--- src/sqrot_pkg.sv ---
package sqrot_pkg;

    localparam int MAX_SIDE = 8;
    localparam int SIDE_W   = 4;
    localparam int IDX_W    = 3;
    localparam int DEPTH    = MAX_SIDE * MAX_SIDE;
    localparam int ADDR_W   = 6;
    localparam int CNT_W    = ADDR_W + 1;
    localparam int DATA_W   = 32;

    typedef logic [SIDE_W-1:0] side_t;
    typedef logic [IDX_W-1:0]  idx_t;
    typedef logic [ADDR_W-1:0] addr_t;
    typedef logic [DATA_W-1:0] data_t;

    // Store write request from the load side.
    typedef struct packed {
        logic  en;
        addr_t addr;
        data_t data;
    } wr_t;

    // One complete matrix waiting to be drained.
    typedef struct packed {
        side_t side;
    } job_t;

    // A side of zero acts as one, anything above the maximum saturates.
    function automatic side_t eff_side(input side_t raw);
        side_t n;
        n = raw;
        if (n == '0) begin
            n = side_t'(1);
        end else if (n > side_t'(MAX_SIDE)) begin
            n = side_t'(MAX_SIDE);
        end
        return n;
    endfunction

endpackage

--- src/sqrot_job_fifo.sv ---
module sqrot_job_fifo
    import sqrot_pkg::*;
(
    input  logic aclk,
    input  logic aresetn,
    input  logic push,
    input  job_t push_job,
    output logic full,
    input  logic pop,
    output job_t pop_job,
    output logic not_empty
);

    // Two-entry queue of completed matrices.
    job_t       slot_reg [2];
    logic       wp_reg, wp_next;
    logic       rp_reg, rp_next;
    logic [1:0] cnt_reg, cnt_next;
    logic       do_push, do_pop;

    assign full      = (cnt_reg == 2'd2);
    assign not_empty = (cnt_reg != 2'd0);
    assign pop_job   = slot_reg[rp_reg];
    assign do_push   = push && !full;
    assign do_pop    = pop && not_empty;

    always_comb begin
        wp_next  = wp_reg + 1'b1;
        rp_next  = rp_reg + 1'b1;
        cnt_next = cnt_reg;
        if (do_push && !do_pop) begin
            cnt_next = cnt_reg + 2'd1;
        end else if (do_pop && !do_push) begin
            cnt_next = cnt_reg - 2'd1;
        end
    end

    always_ff @(posedge aclk) begin
        if (!aresetn) begin
            wp_reg  <= 1'b0;
            rp_reg  <= 1'b0;
            cnt_reg <= 2'd0;
        end else begin
            if (do_push) begin
                wp_reg <= wp_next;
            end
            if (do_pop) begin
                rp_reg <= rp_next;
            end
            cnt_reg <= cnt_next;
        end
    end

    always_ff @(posedge aclk) begin
        if (do_push) begin
            slot_reg[wp_reg] <= push_job;
        end
    end

endmodule

--- src/sqrot_load.sv ---
module sqrot_load
    import sqrot_pkg::*;
(
    input  logic  aclk,
    input  logic  aresetn,
    input  side_t side_cfg,
    input  logic  s_tvalid,
    output logic  s_tready,
    input  data_t s_tdata,
    output wr_t   wr,
    output logic  push,
    output job_t  push_job,
    input  logic  fifo_full,
    input  logic  drain_done
);

    addr_t             load_count_reg, load_count_next;
    logic              pending_reg, pending_next;
    side_t             n;
    logic [CNT_W-1:0]  total;
    logic [CNT_W-1:0]  count_inc;
    logic              accept;
    logic              complete;

    assign n         = eff_side(side_cfg);
    assign total     = CNT_W'(n) * CNT_W'(n);
    assign count_inc = CNT_W'(load_count_reg) + CNT_W'(1);

    // The store is shared with the drain, so loading waits while a matrix is out.
    assign s_tready = !pending_reg && !fifo_full;
    assign accept   = s_tvalid && s_tready;
    assign complete = (count_inc >= total);

    assign wr.en         = accept;
    assign wr.addr       = load_count_reg;
    assign wr.data       = s_tdata;
    assign push          = accept && complete;
    assign push_job.side = n;

    always_comb begin
        load_count_next = load_count_reg;
        pending_next    = pending_reg;
        if (drain_done) begin
            pending_next = 1'b0;
        end
        if (accept) begin
            if (complete) begin
                load_count_next = '0;
                pending_next    = 1'b1;
            end else begin
                load_count_next = count_inc[ADDR_W-1:0];
            end
        end
    end

    always_ff @(posedge aclk) begin
        if (!aresetn) begin
            load_count_reg <= '0;
            pending_reg    <= 1'b0;
        end else begin
            load_count_reg <= load_count_next;
            pending_reg    <= pending_next;
        end
    end

endmodule

--- src/sqrot_drain.sv ---
module sqrot_drain
    import sqrot_pkg::*;
(
    input  logic  aclk,
    input  logic  aresetn,
    input  wr_t   wr,
    input  logic  job_valid,
    input  job_t  job,
    output logic  job_pop,
    output logic  drain_done,
    output logic  busy,
    output logic  m_tvalid,
    input  logic  m_tready,
    output data_t m_tdata,
    output logic  m_tlast
);

    typedef enum logic [1:0] {
        ST_IDLE = 2'b01,
        ST_RUN  = 2'b10
    } state_t;

    data_t  store_mem [DEPTH];

    state_t state_reg, state_next;
    side_t  side_reg, side_next;
    idx_t   i_reg, i_next;
    idx_t   j_reg, j_next;
    data_t  rd_data_reg;
    logic   valid_reg, valid_next;
    logic   last_reg;

    side_t  nm1;
    side_t  row;
    logic [2*SIDE_W-1:0] src;
    addr_t  rd_addr;
    logic   issue;
    logic   at_last;

    // out[i][j] comes from in[n-1-j][i].
    assign nm1     = side_reg - side_t'(1);
    assign row     = nm1 - side_t'(j_reg);
    assign src     = (2*SIDE_W)'(row) * (2*SIDE_W)'(side_reg) + (2*SIDE_W)'(i_reg);
    assign rd_addr = src[ADDR_W-1:0];
    assign at_last = (i_reg == nm1[IDX_W-1:0]) && (j_reg == nm1[IDX_W-1:0]);

    assign issue      = (state_reg == ST_RUN) && (!valid_reg || m_tready);
    assign job_pop    = (state_reg == ST_IDLE) && job_valid;
    assign drain_done = issue && at_last;
    assign busy       = (state_reg == ST_RUN);

    always_comb begin
        state_next = state_reg;
        side_next  = side_reg;
        i_next     = i_reg;
        j_next     = j_reg;
        valid_next = valid_reg;
        if (m_tready) begin
            valid_next = 1'b0;
        end
        case (state_reg)
            ST_IDLE: begin
                if (job_valid) begin
                    state_next = ST_RUN;
                    side_next  = job.side;
                    i_next     = '0;
                    j_next     = '0;
                end
            end
            ST_RUN: begin
                if (issue) begin
                    valid_next = 1'b1;
                    if (at_last) begin
                        state_next = ST_IDLE;
                    end else if (j_reg == nm1[IDX_W-1:0]) begin
                        j_next = '0;
                        i_next = i_reg + idx_t'(1);
                    end else begin
                        j_next = j_reg + idx_t'(1);
                    end
                end
            end
            default: begin
                state_next = ST_IDLE;
            end
        endcase
    end

    always_ff @(posedge aclk) begin
        if (!aresetn) begin
            state_reg <= ST_IDLE;
            valid_reg <= 1'b0;
        end else begin
            state_reg <= state_next;
            valid_reg <= valid_next;
        end
    end

    always_ff @(posedge aclk) begin
        side_reg <= side_next;
        i_reg    <= i_next;
        j_reg    <= j_next;
        if (issue) begin
            rd_data_reg <= store_mem[rd_addr];
            last_reg    <= at_last;
        end
    end

    always_ff @(posedge aclk) begin
        if (wr.en) begin
            store_mem[wr.addr] <= wr.data;
        end
    end

    assign m_tvalid = valid_reg;
    assign m_tdata  = rd_data_reg;
    assign m_tlast  = last_reg;

endmodule

--- src/square_matrix_rotate_90_clockwise.sv ---
// Streams in an N by N matrix of signed 32-bit elements in row-major order, one
// element per input beat, and after the last element streams out the matrix
// rotated 90 degrees clockwise, again row-major, with tlast on the final element.
// N is set by the matrix side register (1 to 8; zero acts as 1, larger values
// act as 8) and should be written between matrices. The elements sit in a
// 64-entry store that has one write port and one read port; the drain reads one
// entry per cycle while the output is not stalled. Because the store holds one
// matrix, input is held off from the completing beat until the drain has read
// the last entry.
module square_matrix_rotate_90_clockwise
    import sqrot_pkg::*;
(
    input  logic        aclk,
    input  logic        aresetn,
    input  logic        cfg_wen,
    input  logic [3:0]  cfg_wdata,   // matrix_side
    input  logic        s_tvalid,
    output logic        s_tready,
    input  logic [31:0] s_tdata,     // [31:0] element_in
    output logic        m_tvalid,
    input  logic        m_tready,
    output logic [31:0] m_tdata,     // [31:0] element_out
    output logic        m_tlast      // last_of_matrix
);

    side_t side_reg;
    wr_t   wr;
    logic  push;
    job_t  push_job;
    logic  fifo_full;
    logic  job_valid;
    job_t  job;
    logic  job_pop;
    logic  drain_done;
    logic  drain_busy;

    // The side register powers up at the largest matrix.
    always_ff @(posedge aclk) begin
        if (!aresetn) begin
            side_reg <= side_t'(MAX_SIDE);
        end else if (cfg_wen) begin
            side_reg <= cfg_wdata;
        end
    end

    // Front: counts incoming beats, writes the store and flags a full matrix.
    sqrot_load u_load (
        .aclk       (aclk),
        .aresetn    (aresetn),
        .side_cfg   (side_reg),
        .s_tvalid   (s_tvalid),
        .s_tready   (s_tready),
        .s_tdata    (s_tdata),
        .wr         (wr),
        .push       (push),
        .push_job   (push_job),
        .fifo_full  (fifo_full),
        .drain_done (drain_done)
    );

    // Queue of complete matrices between the two halves.
    sqrot_job_fifo u_fifo (
        .aclk      (aclk),
        .aresetn   (aresetn),
        .push      (push),
        .push_job  (push_job),
        .full      (fifo_full),
        .pop       (job_pop),
        .pop_job   (job),
        .not_empty (job_valid)
    );

    // Back: walks the rotated order, reads the store and drives the output.
    sqrot_drain u_drain (
        .aclk       (aclk),
        .aresetn    (aresetn),
        .wr         (wr),
        .job_valid  (job_valid),
        .job        (job),
        .job_pop    (job_pop),
        .drain_done (drain_done),
        .busy       (drain_busy),
        .m_tvalid   (m_tvalid),
        .m_tready   (m_tready),
        .m_tdata    (m_tdata),
        .m_tlast    (m_tlast)
    );

    // No element may land in the store while the drain is still reading it.
    a_no_load_during_drain: assert property (@(posedge aclk) disable iff (!aresetn)
        (s_tvalid && s_tready) |-> !drain_busy)
        else $error("input beat accepted while the store is being drained");

    // At most one matrix is ever outstanding, so the queue never fills.
    a_queue_no_overflow: assert property (@(posedge aclk) disable iff (!aresetn)
        push |-> !fifo_full)
        else $error("matrix queue overflow");

    // Once a matrix completes, input stays held off in the following cycle.
    a_hold_after_complete: assert property (@(posedge aclk) disable iff (!aresetn)
        push |=> !s_tready)
        else $error("input not held off after a complete matrix");

endmodule

--- config.mk ---
export PLATFORM = sky130hd
export DESIGN_NAME = square_matrix_rotate_90_clockwise
export DESIGN_NICKNAME = d
export VERILOG_FILES = /design/src/sqrot_pkg.sv /design/src/sqrot_job_fifo.sv /design/src/sqrot_load.sv /design/src/sqrot_drain.sv /design/src/square_matrix_rotate_90_clockwise.sv
export SDC_FILE = /design/constraint.sdc
export NUM_CORES = 2
export LEC_CHECK = 0
export ABC_AREA = 1
export BUFFER_PORTS_ARGS = -buffer_cell sky130_fd_sc_hd__buf_4
export CAP_MARGIN = 20
export CELL_PAD_IN_SITES_DETAIL_PLACEMENT = 0
export CELL_PAD_IN_SITES_GLOBAL_PLACEMENT = 2
export CORE_UTILIZATION = 29
export CTS_CLUSTER_SIZE = 12
export DETAILED_ROUTE_END_ITERATION = 16
export PLACE_DENSITY_LB_ADDON = 0.3
export SLEW_MARGIN = 0
export SYNTH_ARGS = -nofsm -noshare
export SYNTH_HDL_FRONTEND = slang
export SYNTH_SLANG_ARGS = --single-unit
--- constraint.sdc ---
create_clock -name aclk -period 6.9 [get_ports aclk]
set_input_delay 1.38 -clock aclk [delete_from_list [all_inputs] [get_ports aclk]]
set_output_delay 1.38 -clock aclk [all_outputs]
set_load 0.01 [all_outputs]
# Yosys cells after proc, flatten, opt, wreduce, memory -nomap -nowiden
# Memories as Yosys holds them, arrays and structs flattened. A register that Yosys moved wholly into a read port is not among the register bits.
# Index checks and enable logic that the tools add are counted.
# W data, S select, Z words.
# classes
addsub	10
mul	2
reduce_logical	25
order_cmp	2
mux	28
eq_ne	10
# ops
op	n
$mux W3	7
$pmux W3 S2	2
$logic_and A1 B1 Y1	11
$mux W1	10
$mux W2	5
$mux W4	2
$ne A2 B1 Y1 const B	4
$add A6 B1 Y7 const B	1
$ge A7 B7 Y1	1
$mul A4 B4 Y7	1
$add A3 B1 Y3 const B	2
$add A6 B3 Y6	1
$eq A3 B3 Y1	2
$mul A4 B4 Y6	1
$mux W6	1
$reduce_bool A2 Y1	3
$logic_not A1 Y1	5
$reduce_and A5 Y1	1
$eq A2 B2 Y1 const B	2
$gt A4 B4 Y1 const B	1
$logic_not A4 Y1	1
$pmux W2 S2	1
$reduce_and A4 Y1	1
$sub A4 B1 Y4 const B	1
other kinds (9)	10
# totals
input_bits	41
output_inout_bits	35
ff_bits	25
ram_bits	2056
mem_count	2
# mem_list
memory	words	word_bits	rd	rd_ports_with_merged_regs	wr	line_no	text
u_drain.store_mem	64	32	1	1	1	sqrot_drain.sv:23	data_t store_mem [DEPTH];
u_fifo.slot_reg	2	4	1	1	1	sqrot_job_fifo.sv:15	job_t slot_reg [2];

# Depth between registers and ports, before layout
# logic_depth
ltp_word	11
ltp_mapped	28

# Modules after synthesis
# From an unflattened synthesis, not the netlist that was laid out.
# unflattened
cells_unflattened	8307
area_unflattened_um2	89440.8
# by_module_without_submodules
module	n_inst	cells_each	seq_area_each_um2	area_per_inst_um2
sqrot_drain	1	8094	62850.3	87808.0
sqrot_load	1	140	140.1	928.4
sqrot_job_fifo	1	49	340.3	533.0
square_matrix_rotate_90_clockwise	1	24	80.1	171.4

# Least setup slack after synthesis
# OpenSTA, ideal clock, no wires.
# synth_timing
path_kind	input -> register
startpoint	input port s_tvalid
endpoint	memory u_drain.store_mem[35][0] in the netlist's numbering, enable pin
setup_slack_ns	1.426
arrival_ns	4.973
stages	5
setup_ns	0.502
path_cell_list	nand2_1 -> inv_1 -> buf_2 -> nand2_1 -> nor4_1
# synth_via
elab_chain_len	3
# synth_rtl
item	line_no	text
start, declared	square_matrix_rotate_90_clockwise.sv:17	input logic s_tvalid,
$logic_and A1 B1 Y1	sqrot_load.sv:31	assign accept = s_tvalid && s_tready;
$mux W1	sqrot_drain.sv:110	if (wr.en) begin
$mux W1 (not written as such)	sqrot_drain.sv:111	store_mem[wr.addr] <= wr.data;
end, declared	sqrot_drain.sv:23	
# No other way between the ends.

# Worst setup path after layout
# layout_timing
startpoint	register u_drain.side_reg[0] (read register of u_fifo.slot_reg)
endpoint	register u_drain.rd_data_reg[29], in the netlist u_drain.m_tdata[29] (read register of u_drain.store_mem), data pin
# layout_via
elab_chain_len	4
# layout_rtl
item	line_no	text
start, declared	sqrot_drain.sv:26	side_t side_reg, side_next;
$sub A4 B1 Y4	sqrot_drain.sv:41	assign nm1 = side_reg - side_t'(1);
$sub A4 B3 Y4	sqrot_drain.sv:42	assign row = nm1 - side_t'(j_reg);
$mul A4 B4 Y6 (*)	sqrot_drain.sv:43	assign src = (2*SIDE_W)'(row) * (2*SIDE_W)'(side_reg) + (2*SIDE_W)'(i_reg);
$add A6 B3 Y6 (*)	sqrot_drain.sv:43	
end, declared	sqrot_drain.sv:29	data_t rd_data_reg;
# Every way passes the cells marked *; elsewhere a longest branch is shown, timed or not.
# A chain may end at the register's enable or synchronous reset.

==> flow_metrics.env <==
export IMPL_status="finished, final reports clean"
export IMPL_ctsHoldBuffers=0
export IMPL_ioPinCount=76
export IMPL_worstSkewPairLatency_ps=920
export IMPL_first_iter_violations=5318
export IMPL_n_fill_cell=30200
export IMPL_rows=202
export IMPL_hpwl_um=171000
export IMPL_synth_cells=8145
export IMPL_ys_seq_area_share_pct=71.6
export IMPL_area_growth_pct=15.3
export IMPL_start_util_pct=29.2
export IMPL_critPathCaptureType="flop"
export IMPL_fp_dieH_um=554
export IMPL_synth_top_family_by_area="simple AND/OR/NAND/NOR gates"
export IMPL_slew_headroom_pct=24.4
export IMPL_regArea_mm2=0.0634
export IMPL_syn_area_mm2=0.0885
export IMPL_largest_register_ffs=2048
export IMPL_cp_arrival_ps=6640
export IMPL_period_share_pct=87.3
export IMPL_wl_um=308000
export IMPL_routedWlPerCell_um=24.9
export IMPL_fin_util_pct=33.6
export IMPL_synthMuxAreaShare_pct=0.0509
export IMPL_cts_resized_gates=0
export IMPL_synth_most_common_cell="nand2_1"
export IMPL_numCtsBuffers=238
export IMPL_synth_edf_count=2099
export IMPL_cts_root_buf="clkbuf_16"
export IMPL_grt_overflow_total=0
export IMPL_finalSetupTns_ps=0
export IMPL_yosysWarnings=0
export IMPL_crit_type="flop to flop"
export IMPL_slew_violations=0
export IMPL_grt_pass1_vias=56400
export IMPL_htree_levels=4
export IMPL_rsz0062_at_grt="no"
export IMPL_multi_input_area_mm2=0.0219
export IMPL_yosys_top_cells_area="edfxtp_1 71%, nand2_1 13%, nand3_1 5.5%"
export IMPL_hp_class="flop to flop"
export IMPL_dpl_cell_count=11900
export IMPL_synthArstFlopShare_pct=0
export IMPL_drive_above_1_share_pct=7.75
export IMPL_syn_area_per_cell_um2=10.9
export IMPL_core_area_mm2=0.303
export IMPL_clkSlewWorstSetupHoldPaths_ps=60
export IMPL_final_instance_count_excl_fill=12400
export IMPL_nNetsFinal=8273
export IMPL_place_area_mm2=0.0946
export IMPL_synthTopCellsByCount="3044 x nand2_1, 2099 x edfxtp_1, 981 x nand3_1"
export IMPL_die_x_um=554
export IMPL_synth_top_cell_area_share_pct=71.2
export IMPL_cp_required_ps=7520
export IMPL_synthXorXnorAreaFrac_pct=0.139
export IMPL_io_buffers=75
export IMPL_synthAdderAreaFrac_pct=0.583
export IMPL_cap_viol_max_count=0
export IMPL_clock_sinks=2117
export IMPL_synth_simple_area_share_pct=21.5
export IMPL_synth_top_area_cell="edfxtp_1"
export IMPL_tightest_slew_ps=1130
export IMPL_antenna_found_initial=18
export IMPL_drt_pass1_iterations=5
export IMPL_synth_compound_area_share_pct=1.87
export IMPL_grt_pass1_wl_um=437000
export IMPL_ys_seq_elements=2117
export IMPL_cp_start_kind="flop"
export IMPL_die_area_mm2=0.307
export IMPL_gp_congestion=0.816
export IMPL_cts_tree="built"
export IMPL_viasPerCell=4.80
export IMPL_synth_cell_types=26
export IMPL_min_period_ps=6030
export IMPL_fin_skew_ps=71.8
export IMPL_route_detailed_drc=0
export IMPL_final_hold_violation_count=0
export IMPL_clock_tree_buffer_depth=4
export IMPL_grt_util_all_layers_pct=19.6
export IMPL_max_freq_mhz=166
export IMPL_setup_viol=0
export IMPL_fin_area_mm2=0.102
export IMPL_grt_max_degree=143
export IMPL_crit_path_max_fanout=56
export IMPL_post_cts_buffers=0
export IMPL_ys_flop_type="edfxtp_1"
export IMPL_antenna_left=0
export IMPL_route_vias_total=59400
-- kinds of logic (layout without fill, tap and decap cells) --
logic type / Yosys count / count (layout)
and+or+nand+nor: 4732 / 4732
muxes: 4 / 4
AOI/OAI and AO/OA: 329 / 329
xor gates and xnor gates: 14 / 14
buffers and inverters: 911 / 1141
adders and majority gates: 37 / 37
other: 1 / 20
DFF: 2117 / 2117
-- stage by stage --
stage,setup slack [ps],hold WS [ps]
CTS,874,476
detailed placement,888,461
global placement,910,469
global route,626,493
finish,873,478
floorplan,1430,439
-- layer usage --
layer | vias up | part of all wire, % | GRT usage (%)
li1 | 27500 | - | -
met1 | 30000 | 45 | 27.7
met2 | 1547 | 48 | 32.5
met3 | 341 | 4.7 | 2.01
met4 | 0 | 2.1 | 4.28
met5 | - | 0 | 0
-- worst paths after layout --
path | from | endpoint | slack, ps | depth (start not counted)
worst min register to register | u_load.pending_reg | u_load.pending_reg | 480 | 2
worst max-delay path | u_drain.side_reg[0] | u_drain.m_tdata[29] | 870 | 19
worst min-delay path | u_load.pending_reg | u_load.pending_reg | 480 | 2
worst max register to register | u_drain.side_reg[0] | u_drain.m_tdata[29] | 870 | 19
-- worst max-delay path, stage by stage (launching register included) --
cell      delay (ps)
edfxtp_1         460
inv_1            180
ha_1             300
fa_1             580
nor2_1            80
ha_1             290
ha_1             270
inv_1             50
fa_1             520
fa_4             860
inv_8            620
buf_12           250
buf_4            310
nand3_1          130
nand3_1          100
nand2_1          180
nand2_1          120
nand2_1          180
nand2_1          130
nand2_1           60
-- placed cells by master (no fill, tap or decap), types with 2 or more instances in the layout --
master / instances
clkbuf_1: 48
clkbuf_16: 241
diode_2: 18
o21a_1: 3
nand2_1: 3043
mux2_2: 4
bufinv_16: 19
nand3_1: 981
xor2_1: 5
clkinv_2: 39
inv_1: 453
buf_12: 49
nor2_1: 625
nand4_1: 8
o21ai_0: 302
inv_16: 2
dfxtp_1: 18
xnor2_2: 2
xnor2_1: 7
a21oi_1: 23
fa_1: 6
nor2_4: 64
clkinv_8: 4
ha_4: 2
clkinv_1: 66
inv_6: 3
inv_8: 3
conb_1: 2
nor3_1: 8
edfxtp_1: 2099
buf_4: 213
ha_1: 28
-- cell type report --
cell class              instances  share of cell area [%]
diodes                         18                  0.0442
clock buffers                 289                    6.09
clock inverters               132                    1.12
inverters                     458                    1.71
multi-input cells            5118                    21.5
flip-flops and latches       2117                    62.1
well taps                    3978                    4.88
repair buffers                262                    2.53
Power is left out: the tool's default activity adds up to more than one toggle a clock period on the data nets, which glitch-free logic cannot reach.
